`src/rtl/fdx_pkg.sv`:
```
`default_nettype none

package fdx_pkg;

	// Frame format
	localparam logic [7:0]  HDR_BYTE      = 8'h23;
	localparam logic [7:0]  VERSION_RESET = 8'h14;
	localparam logic [15:0] MIN_FRAME     = 16'd10;
	localparam logic [15:0] MAX_FRAME     = 16'd64;

	// Byte buffer: candidate frame followed by bytes waiting for a rescan
	localparam int BUF_DEPTH = 64;
	localparam int PTR_W     = $clog2(BUF_DEPTH);
	localparam int CNT_W     = PTR_W + 1;

	typedef enum logic [2:0] {
		PH_HEAD1,
		PH_HEAD2,
		PH_LENHI,
		PH_LENLO,
		PH_VER,
		PH_BODY
	} phase_t;

	typedef enum logic [1:0] {
		FEED_MORE,
		FEED_DONE,
		FEED_FAIL
	} feed_res_t;

	typedef enum logic [2:0] {
		ST_IDLE,
		ST_RD,
		ST_FEED,
		ST_ERD,
		ST_ELD,
		ST_EOUT
	} state_t;

	typedef struct packed {
		logic feed_in;    // write and parse the byte of an input request
		logic feed_mem;   // parse the byte read back from the buffer
		logic rd_replay;  // read the next byte to rescan
		logic rd_emit;    // read the next frame byte to send
		logic out_load;   // capture read data into the output register
		logic emit_next;  // output byte taken
	} cmd_t;

	typedef struct packed {
		feed_res_t res;       // outcome of the byte parsed this cycle
		logic      feed_pend; // bytes remain to rescan after this parse
		logic      emit_pend; // bytes remain to rescan after the frame goes out
		logic      out_last;  // output register holds the checksum byte
	} stat_t;

endpackage

`default_nettype wire

```
`src/rtl/frame_deframer_xor_check.sv`:
```
`default_nettype none

// Byte-serial frame deframer. Received bytes enter on s_axis; a frame is
// 0x23 0x23, a 16-bit big-endian total length (10..64), a version byte equal
// to the value written on the cfg channel (reset 0x14), a body, and a final
// byte equal to the XOR of bytes 2 through length-2. Good frames leave on
// m_axis, one byte per transfer, with tlast on the checksum byte. On any
// header, length, version or checksum failure the buffered bytes after the
// failed start are parsed again. An input byte is written and parsed as it
// is taken; a rescanned byte is read back through the single read port of
// the 64-byte buffer and then parsed; a frame byte is read, loaded into the
// output register and held until m_axis takes it. s_axis_tready is low
// during rescans and frame output. No clearing pass is needed after
// reset. cfg_ready is always high; write cfg only while the block is idle.
module frame_deframer_xor_check
	import fdx_pkg::*;
(
	input  wire logic       clk,
	input  wire logic       arst_n,
	input  wire logic       s_axis_tvalid,
	output logic            s_axis_tready,
	input  wire logic [7:0] s_axis_tdata,   // [7:0] rx_byte
	output logic            m_axis_tvalid,
	input  wire logic       m_axis_tready,
	output logic      [7:0] m_axis_tdata,   // [7:0] frame_byte
	output logic            m_axis_tlast,
	input  wire logic       cfg_valid,
	output logic            cfg_ready,
	input  wire logic [7:0] cfg_data        // [7:0] version_code
);

	cmd_t  cmd;
	stat_t stat;

	assign cfg_ready = 1'b1;

	fdx_ctrl u_ctrl (
		.clk          (clk),
		.arst_n       (arst_n),
		.s_axis_tvalid(s_axis_tvalid),
		.s_axis_tready(s_axis_tready),
		.m_axis_tvalid(m_axis_tvalid),
		.m_axis_tready(m_axis_tready),
		.cmd          (cmd),
		.stat         (stat)
	);

	fdx_dp u_dp (
		.clk     (clk),
		.arst_n  (arst_n),
		.in_byte (s_axis_tdata),
		.cfg_we  (cfg_valid),
		.cfg_data(cfg_data),
		.cmd     (cmd),
		.stat    (stat),
		.out_byte(m_axis_tdata),
		.out_last(m_axis_tlast)
	);

endmodule

`default_nettype wire

```
`src/rtl/fdx_ram.sv`:
```
`default_nettype none

module fdx_ram #(
	parameter int WIDTH = 8,
	parameter int DEPTH = 64
) (
	input  wire logic                     clk,
	input  wire logic                     we,
	input  wire logic [$clog2(DEPTH)-1:0] waddr,
	input  wire logic [WIDTH-1:0]         wdata,
	input  wire logic                     re,
	input  wire logic [$clog2(DEPTH)-1:0] raddr,
	output logic      [WIDTH-1:0]         rdata
);

	logic [WIDTH-1:0] mem_q [DEPTH];

	// Write one entry, read one entry with registered data
	always_ff @(posedge clk) begin
		if (we) begin
			mem_q[waddr] <= wdata;
		end
		if (re) begin
			rdata <= mem_q[raddr];
		end
	end

endmodule

`default_nettype wire

```
`src/rtl/fdx_ctrl.sv`:
```
`default_nettype none

module fdx_ctrl
	import fdx_pkg::*;
(
	input  wire logic  clk,
	input  wire logic  arst_n,
	input  wire logic  s_axis_tvalid,
	output logic       s_axis_tready,
	output logic       m_axis_tvalid,
	input  wire logic  m_axis_tready,
	output cmd_t       cmd,
	input  wire stat_t stat
);

	state_t st_q, st_d;

	// State register
	always_ff @(posedge clk or negedge arst_n) begin
		if (!arst_n) begin
			st_q <= ST_IDLE;
		end else begin
			st_q <= st_d;
		end
	end

	// Next state and commands
	always_comb begin
		st_d          = st_q;
		cmd           = '0;
		s_axis_tready = 1'b0;
		m_axis_tvalid = 1'b0;
		unique case (st_q)
			ST_IDLE: begin
				s_axis_tready = 1'b1;
				if (s_axis_tvalid) begin
					cmd.feed_in = 1'b1;
					unique case (stat.res)
						FEED_DONE: st_d = ST_ERD;
						FEED_FAIL: st_d = stat.feed_pend ? ST_RD : ST_IDLE;
						default:   st_d = ST_IDLE;
					endcase
				end
			end
			ST_RD: begin
				cmd.rd_replay = 1'b1;
				st_d          = ST_FEED;
			end
			ST_FEED: begin
				cmd.feed_mem = 1'b1;
				unique case (stat.res)
					FEED_DONE: st_d = ST_ERD;
					default:   st_d = stat.feed_pend ? ST_RD : ST_IDLE;
				endcase
			end
			ST_ERD: begin
				cmd.rd_emit = 1'b1;
				st_d        = ST_ELD;
			end
			ST_ELD: begin
				cmd.out_load = 1'b1;
				st_d         = ST_EOUT;
			end
			ST_EOUT: begin
				m_axis_tvalid = 1'b1;
				if (m_axis_tready) begin
					cmd.emit_next = 1'b1;
					if (!stat.out_last) begin
						st_d = ST_ERD;
					end else begin
						st_d = stat.emit_pend ? ST_RD : ST_IDLE;
					end
				end
			end
			default: st_d = ST_IDLE;
		endcase
	end

	// A replay read is always followed by its parse
	a_rd_then_feed: assert property (@(posedge clk) disable iff (!arst_n)
		(st_q == ST_RD) |=> (st_q == ST_FEED))
		else $error("replay read not followed by parse");

	// Input is never taken while a frame byte is on offer
	a_no_in_during_out: assert property (@(posedge clk) disable iff (!arst_n)
		m_axis_tvalid |-> !s_axis_tready)
		else $error("input taken during frame output");

endmodule

`default_nettype wire

```
`src/rtl/fdx_dp.sv`:
```
`default_nettype none

module fdx_dp
	import fdx_pkg::*;
(
	input  wire logic       clk,
	input  wire logic       arst_n,
	input  wire logic [7:0] in_byte,
	input  wire logic       cfg_we,
	input  wire logic [7:0] cfg_data,
	input  wire cmd_t       cmd,
	output stat_t           stat,
	output logic      [7:0] out_byte,
	output logic            out_last
);

	logic [7:0]       version_q;
	logic [PTR_W-1:0] head_q;
	logic [CNT_W-1:0] fill_q;
	logic [CNT_W-1:0] total_q;
	logic [15:0]      len_q;
	logic [7:0]       xor_q;
	phase_t           phase_q;
	logic [PTR_W-1:0] emit_q;
	logic [7:0]       out_data_q;
	logic             out_last_q;

	logic [7:0]       rdata;
	logic [7:0]       b;
	logic             feed;
	logic [CNT_W-1:0] fill_inc;
	logic [CNT_W-1:0] total_eff;
	logic [PTR_W-1:0] waddr;
	logic [PTR_W-1:0] raddr;
	feed_res_t        res;
	phase_t           phase_d;
	logic [15:0]      len_d;
	logic [7:0]       xor_d;

	// Buffer addresses wrap around the head of the current candidate
	assign waddr     = head_q + total_q[PTR_W-1:0];
	assign raddr     = head_q + (cmd.rd_emit ? emit_q : fill_q[PTR_W-1:0]);
	assign feed      = cmd.feed_in | cmd.feed_mem;
	assign b         = cmd.feed_in ? in_byte : rdata;
	assign fill_inc  = fill_q + CNT_W'(1);
	assign total_eff = total_q + CNT_W'(cmd.feed_in);

	fdx_ram #(
		.WIDTH(8),
		.DEPTH(BUF_DEPTH)
	) u_buf (
		.clk  (clk),
		.we   (cmd.feed_in),
		.waddr(waddr),
		.wdata(in_byte),
		.re   (cmd.rd_replay | cmd.rd_emit),
		.raddr(raddr),
		.rdata(rdata)
	);

	// Parse one byte against the frame header, length, version and checksum
	always_comb begin
		res     = FEED_MORE;
		phase_d = phase_q;
		len_d   = len_q;
		xor_d   = xor_q;
		unique case (phase_q)
			PH_HEAD1: begin
				if (b != HDR_BYTE) begin
					res = FEED_FAIL;
				end else begin
					phase_d = PH_HEAD2;
				end
			end
			PH_HEAD2: begin
				if (b != HDR_BYTE) begin
					res = FEED_FAIL;
				end else begin
					phase_d = PH_LENHI;
				end
			end
			PH_LENHI: begin
				len_d   = {b, 8'h00};
				xor_d   = xor_q ^ b;
				phase_d = PH_LENLO;
			end
			PH_LENLO: begin
				len_d = {len_q[15:8], b};
				xor_d = xor_q ^ b;
				if (len_d < MIN_FRAME || len_d > MAX_FRAME) begin
					res = FEED_FAIL;
				end else begin
					phase_d = PH_VER;
				end
			end
			PH_VER: begin
				xor_d = xor_q ^ b;
				if (b != version_q) begin
					res = FEED_FAIL;
				end else begin
					phase_d = PH_BODY;
				end
			end
			PH_BODY: begin
				if (16'(fill_inc) >= len_q) begin
					res = (b == xor_q) ? FEED_DONE : FEED_FAIL;
				end else begin
					xor_d = xor_q ^ b;
				end
			end
			default: res = FEED_FAIL;
		endcase
	end

	// Status back to the controller
	always_comb begin
		stat.res       = res;
		stat.feed_pend = (res == FEED_FAIL) ? (total_eff > CNT_W'(1)) : (fill_inc < total_eff);
		stat.emit_pend = (total_q != fill_q);
		stat.out_last  = out_last_q;
	end

	// Candidate state and buffer pointers
	always_ff @(posedge clk or negedge arst_n) begin
		if (!arst_n) begin
			version_q <= VERSION_RESET;
			head_q    <= '0;
			fill_q    <= '0;
			total_q   <= '0;
			len_q     <= '0;
			xor_q     <= '0;
			phase_q   <= PH_HEAD1;
			emit_q    <= '0;
		end else begin
			if (cfg_we) begin
				version_q <= cfg_data;
			end
			if (feed) begin
				case (res)
					FEED_MORE: begin
						total_q <= total_eff;
						fill_q  <= fill_inc;
						phase_q <= phase_d;
						len_q   <= len_d;
						xor_q   <= xor_d;
					end
					FEED_DONE: begin
						total_q <= total_eff;
						fill_q  <= fill_inc;
						phase_q <= PH_HEAD1;
						len_q   <= '0;
						xor_q   <= '0;
						emit_q  <= '0;
					end
					default: begin
						// drop the failed start byte and rescan from the next one
						head_q  <= head_q + PTR_W'(1);
						total_q <= total_eff - CNT_W'(1);
						fill_q  <= '0;
						phase_q <= PH_HEAD1;
						len_q   <= '0;
						xor_q   <= '0;
					end
				endcase
			end
			if (cmd.emit_next) begin
				if (out_last_q) begin
					// release the sent frame from the buffer
					head_q  <= head_q + fill_q[PTR_W-1:0];
					total_q <= total_q - fill_q;
					fill_q  <= '0;
				end else begin
					emit_q <= emit_q + PTR_W'(1);
				end
			end
		end
	end

	// Output register
	always_ff @(posedge clk) begin
		if (cmd.out_load) begin
			out_data_q <= rdata;
			out_last_q <= ((CNT_W'(emit_q) + CNT_W'(1)) == fill_q);
		end
	end

	assign out_byte = out_data_q;
	assign out_last = out_last_q;

	a_fill_le_total: assert property (@(posedge clk) disable iff (!arst_n)
		fill_q <= total_q)
		else $error("candidate longer than buffered bytes");

	a_total_bound: assert property (@(posedge clk) disable iff (!arst_n)
		total_q <= CNT_W'(BUF_DEPTH))
		else $error("buffer overfilled");

	a_frame_released: assert property (@(posedge clk) disable iff (!arst_n)
		(cmd.emit_next && out_last_q) |=> (fill_q == '0))
		else $error("frame not released after last byte");

endmodule

`default_nettype wire
```
`config.mk`:
```
export PLATFORM = sky130hd
export DESIGN_NAME = frame_deframer_xor_check
export DESIGN_NICKNAME = d
export VERILOG_FILES = /design/src/rtl/fdx_pkg.sv /design/src/rtl/frame_deframer_xor_check.sv /design/src/rtl/fdx_ram.sv /design/src/rtl/fdx_ctrl.sv /design/src/rtl/fdx_dp.sv
export SDC_FILE = /design/constraint.sdc
export NUM_CORES = 1
export LEC_CHECK = 0
export BUFFER_PORTS_ARGS = -buffer_cell sky130_fd_sc_hd__clkbuf_2
export CAP_MARGIN = 10
export CORE_MARGIN = 10
export CORE_UTILIZATION = 55
export DETAILED_ROUTE_END_ITERATION = 8
export PLACE_DENSITY = 0.74
export SYNTH_ARGS = -nofsm -noshare
export SYNTH_HDL_FRONTEND = slang
export SYNTH_SLANG_ARGS = --single-unit
```
`constraint.sdc`:
```
create_clock -name clk -period 4.1 [get_ports clk]
set_input_delay 0.41 -clock clk [delete_from_list [all_inputs] [get_ports clk]]
set_output_delay 0.41 -clock clk [all_outputs]
set_load 0.05 [all_outputs]
```
==> metrics.md, run 1 <==
| Metric | Value |
|---|---|
| Status | finished, final reports clean |
| Clock buffer count from CTS | 58 |
| Die area | 0.0557 mm^2 |
| Post-synthesis sequential area ratio | 0.682 |
| Aggregate global routing overflow | 0 |
| Critical path arrival | 4.36 ns |
| First-pass detailed-route iteration total | 7 |
| Clock Skew | 0.0585 ns |
| Critical-path maximum fanout | 32 |
| HPWL after DPL | 39.1 mm |
| Vias in the first global route | 14900 |
| Vias per inst | 6.41 |
| Placed Instance Area | 0.0274 mm^2 |
| Final Cell Area | 0.0294 mm^2 |
| Fmax | 250 MHz |
| Final Max Tran Viols | 0 |
| GRT busiest layer | met2 |
| Die W | 236 um |
| GPL Wtd Cong | 0.858 |
| Hold Path Class | primary input to flop |
| Die Y | 236 um |
| Synthesized flop and latch total | 593 |
| CTS max path bufs | 3 |
| Port Buffers | 31 |
| # H-tree levels | 2 |
| Most common cell after layout, fill and taps aside | edfxtp_1 |
| Cells on worst reg2reg path | 11 |
| Synth Instances | 1470 |
| PwrDens | 705 mW/mm^2 |
| Clock latency reported for the late side of the worst-skew pair | 0.64 ns |
| Hold Startpoint | cfg_data[2] |
| Most frequent cells in the layout | edfxtp_1 (529), mux4_2 (160), buf_4 (114) |
| Crit start category | flop |
| Hold Slack | 0.0413 ns |
| DR iter-0 viols | 1886 |
| Setup violators final | 0 |
| First-pass GRT wire length | 93.9 mm |
| Ant diodes | 0 |
| Root Buffer | clkbuf_16 |
| Io pins | 33 |
| CP Class | flop to flop |
| Finished Layout Cells | 2285 |
| DRC | 0 |
| Yosys warns | 0 |
| Max capacitance violation total | 0 |
| FFs w/ async S/R, synth | 0.108 |
| Initial antenna violation count | 2 |
| Leak | 0.0101 uW |
| Hold Path Stages | 3 |
| Ratio of cells with drive above 1 in the final layout | 0.262 |
| Avg Synthesized Cell Area | 17.5 um^2 |
| Clock-pin transition on the worst setup and hold timing paths | 0.06 ns |
| Tcrit/Tclk final | 0.975 |
| Multi-input logic area | 0.00786 mm^2 |
| Critical Path RT | 4.46 ns |
| CTS tree | done |
| Clk sinks | 593 |
| GR Util met2 | 0.357 |
| RR Startpoint | u_ctrl.st_q[0]$_DFFE_PN0P_ |
| Filler Cell Count | 3084 |
| Antenna-violating nets left | 0 |
| Via Count | 14700 |
| Nets | 1703 |
| Met1 usage | 0.299 |
| R2R Setup Slk | 0.10 ns |
| Unrepaired setup endpoints after global routing | no |
| Worst reg2reg endpoint | u_dp.u_buf.rdata[3]$_DFFE_PP_ |
| Worst Tran Pin Value | 0.924 ns |
| Met3 Resource Use GR | 0.0514 |
| Routed wire per std cell | 27.0 um |
| Final setup TNS | 0 ns |
| Post-Place Cells | 2170 |
| Final Critical Period | 4.00 ns |
| Num rows | 79 |
| Sequential cell area | 0.0175 mm^2 |
| Final wirelength | 61.7 mm |
| Hold EP | u_dp.version_q[2]$_DFFE_PN1P_ |
| Core footprint | 0.0464 mm^2 |
| Element type at the critical path end | flop |
| Count of different cell masters after synthesis | 70 |
| Initial Util | 0.553 |
| Syn_nets | 1539 |
| EDFF count, synth | 529 |
| GRT Util Overall | 0.221 |
| Max_slew headroom | 0.382 |
| Post-synth top flop | edfxtp_1 |
| Mapped cell area | 0.0257 mm^2 |
| Pin count of the biggest net entering global routing | 65 |
| Area Growth Syn to Fin | 14.7% |
| Max IR drop VDD | 0.664 mV |
| Fin. Hold Viols | 0 |
==> cell usage after synthesis, types with 12 or more instances <==
| master | number | share of area |
|---|---|---|
| xor2_1 | 16 | 0.0055 |
| nand2_1 | 76 | 0.011 |
| nor3_1 | 13 | 0.0025 |
| nor2_1 | 109 | 0.016 |
| mux2i_1 | 28 | 0.011 |
| inv_1 | 37 | 0.0054 |
| nand2b_1 | 12 | 0.0029 |
| xnor2_1 | 42 | 0.014 |
| buf_2 | 15 | 0.0029 |
| nand3_1 | 27 | 0.0053 |
| o21ai_0 | 47 | 0.0092 |
| ha_1 | 44 | 0.021 |
| a21oi_1 | 30 | 0.0059 |
| mux4_2 | 160 | 0.14 |
| edfxtp_1 | 529 | 0.62 |
| clkbuf_1 | 38 | 0.0056 |
| dfrtp_1 | 62 | 0.060 |
==> cells by family after synthesis <==
logic type               after synthesis  share of synthesized area
AO/OA/AOI/OAI                        164                     0.0404
flip-flops                           593                      0.682
multiplexers                         205                      0.161
other                                  1                   0.000146
adder cells (fa/ha/maj)               48                     0.0246
XOR/XNOR                              59                     0.0204
AND/OR/NAND/NOR                      302                     0.0562
buffers and inverters                 98                     0.0158
==> through the flow <==
stage	power, uW	setup WS [ns]	util
after detailed placement	15400	-0.113	0.591
after floorplan	12800	0.0337	-
after global placement	15300	-0.0912	0.591
after CTS	20700	0.0733	0.633
final	20700	0.101	0.635
after global routing	21600	0.0171	0.635
==> critical path, cell delays in order, from the launching register on <==
cell	delay [ns]
dfrtp_1	0.47
nand3b_1	0.20
mux2_2	0.30
ha_4	0.14
inv_1	0.05
fa_4	0.83
buf_12	0.26
buf_12	0.18
mux4_2	0.36
mux4_2	0.53
mux2i_1	0.29
mux2i_1	0.12
==> report_power, final <==
group          switching (uW)  internal (uW)  leakage [uW]
Clock                    2260           2970      0.000896
Combinational            4330           3770       0.00364
Sequential                382           7030       0.00560
Total                    6970          13800        0.0101
==> how the worst max path moves through the flow <==
stage          depth (start not counted)                  startpoint  slack, ns                            end
2_1_floorplan                         17    u_dp.fill_q[0]$_DFF_PN0_       0.03       u_dp.head_q[5]$_DFF_PN0_
3_3_place_gp                          11  u_ctrl.st_q[2]$_DFFE_PN0P_      -0.09  u_dp.u_buf.rdata[1]$_DFFE_PP_
3_5_place_dp                          11  u_ctrl.st_q[2]$_DFFE_PN0P_      -0.11  u_dp.u_buf.rdata[1]$_DFFE_PP_
4_1_cts                               17    u_dp.fill_q[0]$_DFF_PN0_       0.07       u_dp.head_q[5]$_DFF_PN0_
5_1_grt                               17    u_dp.fill_q[0]$_DFF_PN0_       0.02       u_dp.head_q[5]$_DFF_PN0_
6_report                              11  u_ctrl.st_q[0]$_DFFE_PN0P_       0.10  u_dp.u_buf.rdata[3]$_DFFE_PP_
==> registers in the layout, summed over array words and instances (netlist names), 7 cells and up <==
register / flops
u_dp.u_buf.mem_q: 512
u_dp.fill_q: 7
u_dp.u_buf.rdata: 8
u_dp.version_q: 8
u_dp.xor_q: 8
u_dp.total_q: 7
u_dp.out_byte: 8
u_dp.len_q: 16
==> layer usage <==
metal,part of all wire,routed length (um)
met1,0.40,24500
met2,0.49,30000
met3,0.091,5590
met4,0.027,1660
met5,0.00040,25
==> timing repair <==
item,in CTS,in global routing
hold buffers,7,0
pin swaps,0,1
gates cloned,0,1
buffers inserted,1,2
resized for setup,1,8
setup endpoints to repair,3,10
endpoints found under the hold margin,32,0
==> cell type report <==
class                           instances  share of cell area
Timing Repair Buffer                  163              0.0442
Clock buffer                           67              0.0505
Clock inverter                         37              0.0129
Tap cell                              607              0.0258
Sequential cell                       593               0.594
Inverter                               38             0.00485
Multi-Input combinational cell        780               0.267
Note: power is estimated with default switching activity, not from simulation.
==> run 2: changes to the inputs <==
SLEW_MARGIN = 20   (was not set)
SYNTH_HIERARCHICAL = 1   (was not set)
==> metrics.md, run 2 <==
| Metric | Value |
|---|---|
| Count of different cell masters after synthesis | 81 (+16%) |
| Critical Path RT | 4.60 ns (+0.14 ns) |
| Mux contribution to synthesized area | 0.138 (-0.0228) |
| Post-synthesis sequential area ratio | 0.679 (-0.00295) |
| Die W | 236 um (+0.20%) |
| Post-Place Cells | 2211 (+1.9%) |
| Final wirelength | 62.2 mm (+0.71%) |
| Synth Instances | 1531 (+4.1%) |
| GPL Wtd Cong | 0.921 (+7.3%) |
| Clock buffer count from CTS | 57 (-1.7%) |
| Placed Instance Area | 0.0273 mm^2 (-0.32%) |
| Internal power | 13800 uW (+0.18%) |
| GRT Util Overall | 0.221 (-0.000418) |
| Setup violators final | 0 (unchanged) |
| Final Critical Period | 3.98 ns (-0.0189 ns) |
| Die Y | 236 um (+0.20%) |
| Post-synthesis xor/xnor area fraction | 0.0197 (-0.000719) |
| Synth top area share | 0.616 (-0.00268) |
| Post-synthesis simple-gate area fraction | 0.0606 (+0.00447) |
| Synthesized flop and latch total | 593 (unchanged) |
| Antenna-violating nets left | 0 (unchanged) |
| Compound-Gate Fraction of Synth Area | 0.0549 (+0.0145) |
| Clock-pin transition on the worst setup and hold timing paths | 0.07 ns (about the same) |
| Most frequent cells in the layout | edfxtp_1 (529), mux4_2 (126), buf_4 (103) |
| Final setup TNS | 0 ns (unchanged) |
| Io pins | 33 (unchanged) |
| Most frequent cell after synthesis | edfxtp_1 |
| CTS tree | done |
| Cells on worst reg2reg path | 17 (+6) |
| Max capacitance violation total | 0 (unchanged) |
| Sequential cell area | 0.0175 mm^2 (unchanged) |
| Mapped cell area | 0.0258 mm^2 (+0.43%) |
| Post-synth top flop | edfxtp_1 |
| Synth top cells by count | edfxtp_1 (529), mux4_2 (126), nor2_1 (103) |
| Via Count | 14800 (+1.0%) |
| Worst Tran Pin Value | 1.12 ns (+0.198 ns) |
| Die area | 0.0559 mm^2 (+0.39%) |
| Vias in the first global route | 14900 (-0.12%) |
| DRC | 0 (unchanged) |
| Synth area leaders | edfxtp_1 (62%), mux4_2 (11%), dfrtp_1 (6.0%) |
| PwrDens | 717 mW/mm^2 (+1.7%) |
| Routed wire per std cell | 26.8 um (-0.94%) |
| Critical-path maximum fanout | 28 (-13%) |
| Sw Pwr | 7270 uW (+4.3%) |
| Largest Register | u_dp/u_buf/mem_q |
| HPWL after DPL | 39.8 mm (+1.6%) |
| Vias per inst | 6.37 (-0.62%) |
| Fin. Hold Viols | 0 (unchanged) |
| First-pass GRT wire length | 94.6 mm (+0.68%) |
| Area Growth Syn to Fin | 14.0% |
| Nets | 1736 (+1.9%) |
| Main combinational cell family by area after synthesis | multiplexers |
| Hold Path Class | primary input to flop |
| Status | finished, final reports clean |
| Seq pwr share | 0.350 (-0.007) |
| Crit start category | flop |
| Max_slew headroom | 0.247 (-0.135) |
| Aggregate global routing overflow | 0 (unchanged) |
| DR iter-0 viols | 1878 (-0.42%) |
| Adder-Cell Fraction of Synth Area | 0.0240 (-0.000592) |
| Clock Skew | 0.0199 ns (-0.0386 ns) |
| Sw Share | 0.345 (+0.00905) |
| Clk sinks | 593 (unchanged) |
| EDFF count, synth | 529 (unchanged) |
| Post-Place Worst Slack | 0.127 ns (+0.240 ns) |
| Finished Layout Cells | 2323 (+1.7%) |
| Largest regs | u_dp/u_buf/mem_q x512, u_dp/len_q x16 |
| FFs w/ async S/R, synth | 0.108 (unchanged) |
| Critical path arrival | 4.48 ns (+0.12 ns) |
| Leak | 0.0101 uW (-0.85%) |
| Tcrit/Tclk final | 0.971 (-0.00461) |
| Clock power frac | 0.259 (+0.007) |
| Pin count of the biggest net entering global routing | 65 (unchanged) |
| Final Max Tran Viols | 0 (unchanged) |
| Final worst slack | 0.120 ns (+0.0189 ns) |
| Comb power frac | 0.390 (about the same) |
| Yosys top cell by area | edfxtp_1 |
| Core footprint | 0.0465 mm^2 (+0.21%) |
| CTS max path bufs | 3 (unchanged) |
| Hold Slack | 0.0172 ns (-0.0241 ns) |
| Yosys warns | 6 (+6) |
| Element type at the critical path end | flop |
| Syn_nets | 1599 (+3.9%) |
| Final Cell Area | 0.0294 mm^2 (-0.17%) |
| Ratio of cells with drive above 1 in the final layout | 0.248 (-0.0138) |
| Initial antenna violation count | 2 (unchanged) |
| Most common cell after layout, fill and taps aside | edfxtp_1 |
| Clock latency reported for the late side of the worst-skew pair | 0.64 ns (about the same) |
| Filler Cell Count | 3173 (+2.9%) |
| Max reg flops | 512 (unchanged) |
| Num rows | 79 (unchanged) |
| CP Class | flop to flop |
| Port Buffers | 31 (unchanged) |
| # H-tree levels | 2 (unchanged) |
| Root Buffer | clkbuf_16 |
| Multi-input logic area | 0.00774 mm^2 (-1.5%) |
| Max IR drop VDD | 0.521 mV (-22%) |
| First-pass detailed-route iteration total | 6 (-1) |
| Initial Util | 0.555 (+0.00122) |
| Hold Path Stages | 2 (-1) |
| Fmax | 251 MHz (+0.47%) |
| Avg Synthesized Cell Area | 16.8 um^2 (-3.6%) |
-- run 2: stage by stage --
stage | utilization | total power, uW
2_1_floorplan | - | 12900
3_3_place_gp | 0.588 | 15400
3_5_place_dp | 0.588 | 15500
4_1_cts | 0.631 | 21000
5_1_grt | 0.632 | 21900
6_report | 0.632 | 21100
-- run 2: layout make-up --
class / instances / area share
multi-input combinational: 818 / 0.264
tap: 607 / 0.0259
clock inverter: 37 / 0.0162
sequential: 593 / 0.595
antenna: 1 / 0.0000852
inverter: 47 / 0.00609
timing repair buffer: 151 / 0.0419
clock buffer: 69 / 0.0508
-- run 2: final timing paths --
check,from,to,slack (ns)
min reg2reg,u_dp/len_q[10]$_DFFE_PN0P_,u_dp/len_q[10]$_DFFE_PN0P_,0.48
max in group asynchronous,arst_n,u_dp/version_q[2]$_DFFE_PN1P_,2.70
max reg2reg,u_ctrl/st_q[0]$_DFFE_PN0P_,u_ctrl/st_q[0]$_DFFE_PN0P_,0.12
max,u_ctrl/st_q[0]$_DFFE_PN0P_,u_ctrl/st_q[0]$_DFFE_PN0P_,0.12
min in group asynchronous,arst_n,u_dp/emit_q[1]$_DFF_PN0_,0.41
min,cfg_data[1],u_dp/version_q[1]$_DFFE_PN0P_,0.02
-- run 2: metal layers --
metal  up-vias  GRT usage  wire length [um]  share of wire
met5         -          0                 0              0
met1      7570      0.302             24900           0.40
met2       762      0.355             30200           0.49
met4         0     0.0789              2000          0.032
met3       148     0.0349              5050          0.081
li1       6326          -                 -              -
-- run 2: timing repair --
item / in CTS / in global routing
gates resized for setup: 0 / 9
endpoints found under the hold margin: 31 / 0
endpoints found under the setup margin: 0 / 24
setup buffers: 0 / 2
hold buffers: 3 / 0
-- run 2: power by group through the flow --
stage                     sequential (uW)  combinational (uW)  clock, uW
after global routing                 7390                8700       5760
after CTS                            7370                8130       5530
after floorplan                      7390                5540          0
after detailed placement             7480                8030          0
final                                7380                8230       5470
after global placement               7470                7930          0
-- run 2: kinds of logic (layout without fill, tap and decap cells) --
| family | count (synthesis) | after routing |
|---|---|---|
| DFF | 593 | 593 |
| AOI/OAI and AO/OA | 206 | 206 |
| buffers and inverters | 120 | 304 |
| xor gates and xnor gates | 58 | 58 |
| muxes | 191 | 191 |
| and+or+nand+nor | 315 | 315 |
| adders and majority gates | 47 | 47 |
| other | 1 | 2 |
-- run 2: critical path: stages, from the launching register on --
cell	delay, ns
dfrtp_1	0.38
buf_4	0.16
or3_4	0.38
inv_1	0.07
and2_2	0.21
buf_12	0.22
mux2_2	0.40
o32ai_1	0.31
mux2i_1	0.15
a211o_1	0.36
o21ai_4	0.15
nor2_8	0.07
inv_2	0.18
inv_1	0.07
ha_1	0.23
a21oi_1	0.20
nor3_2	0.06
o221a_1	0.24
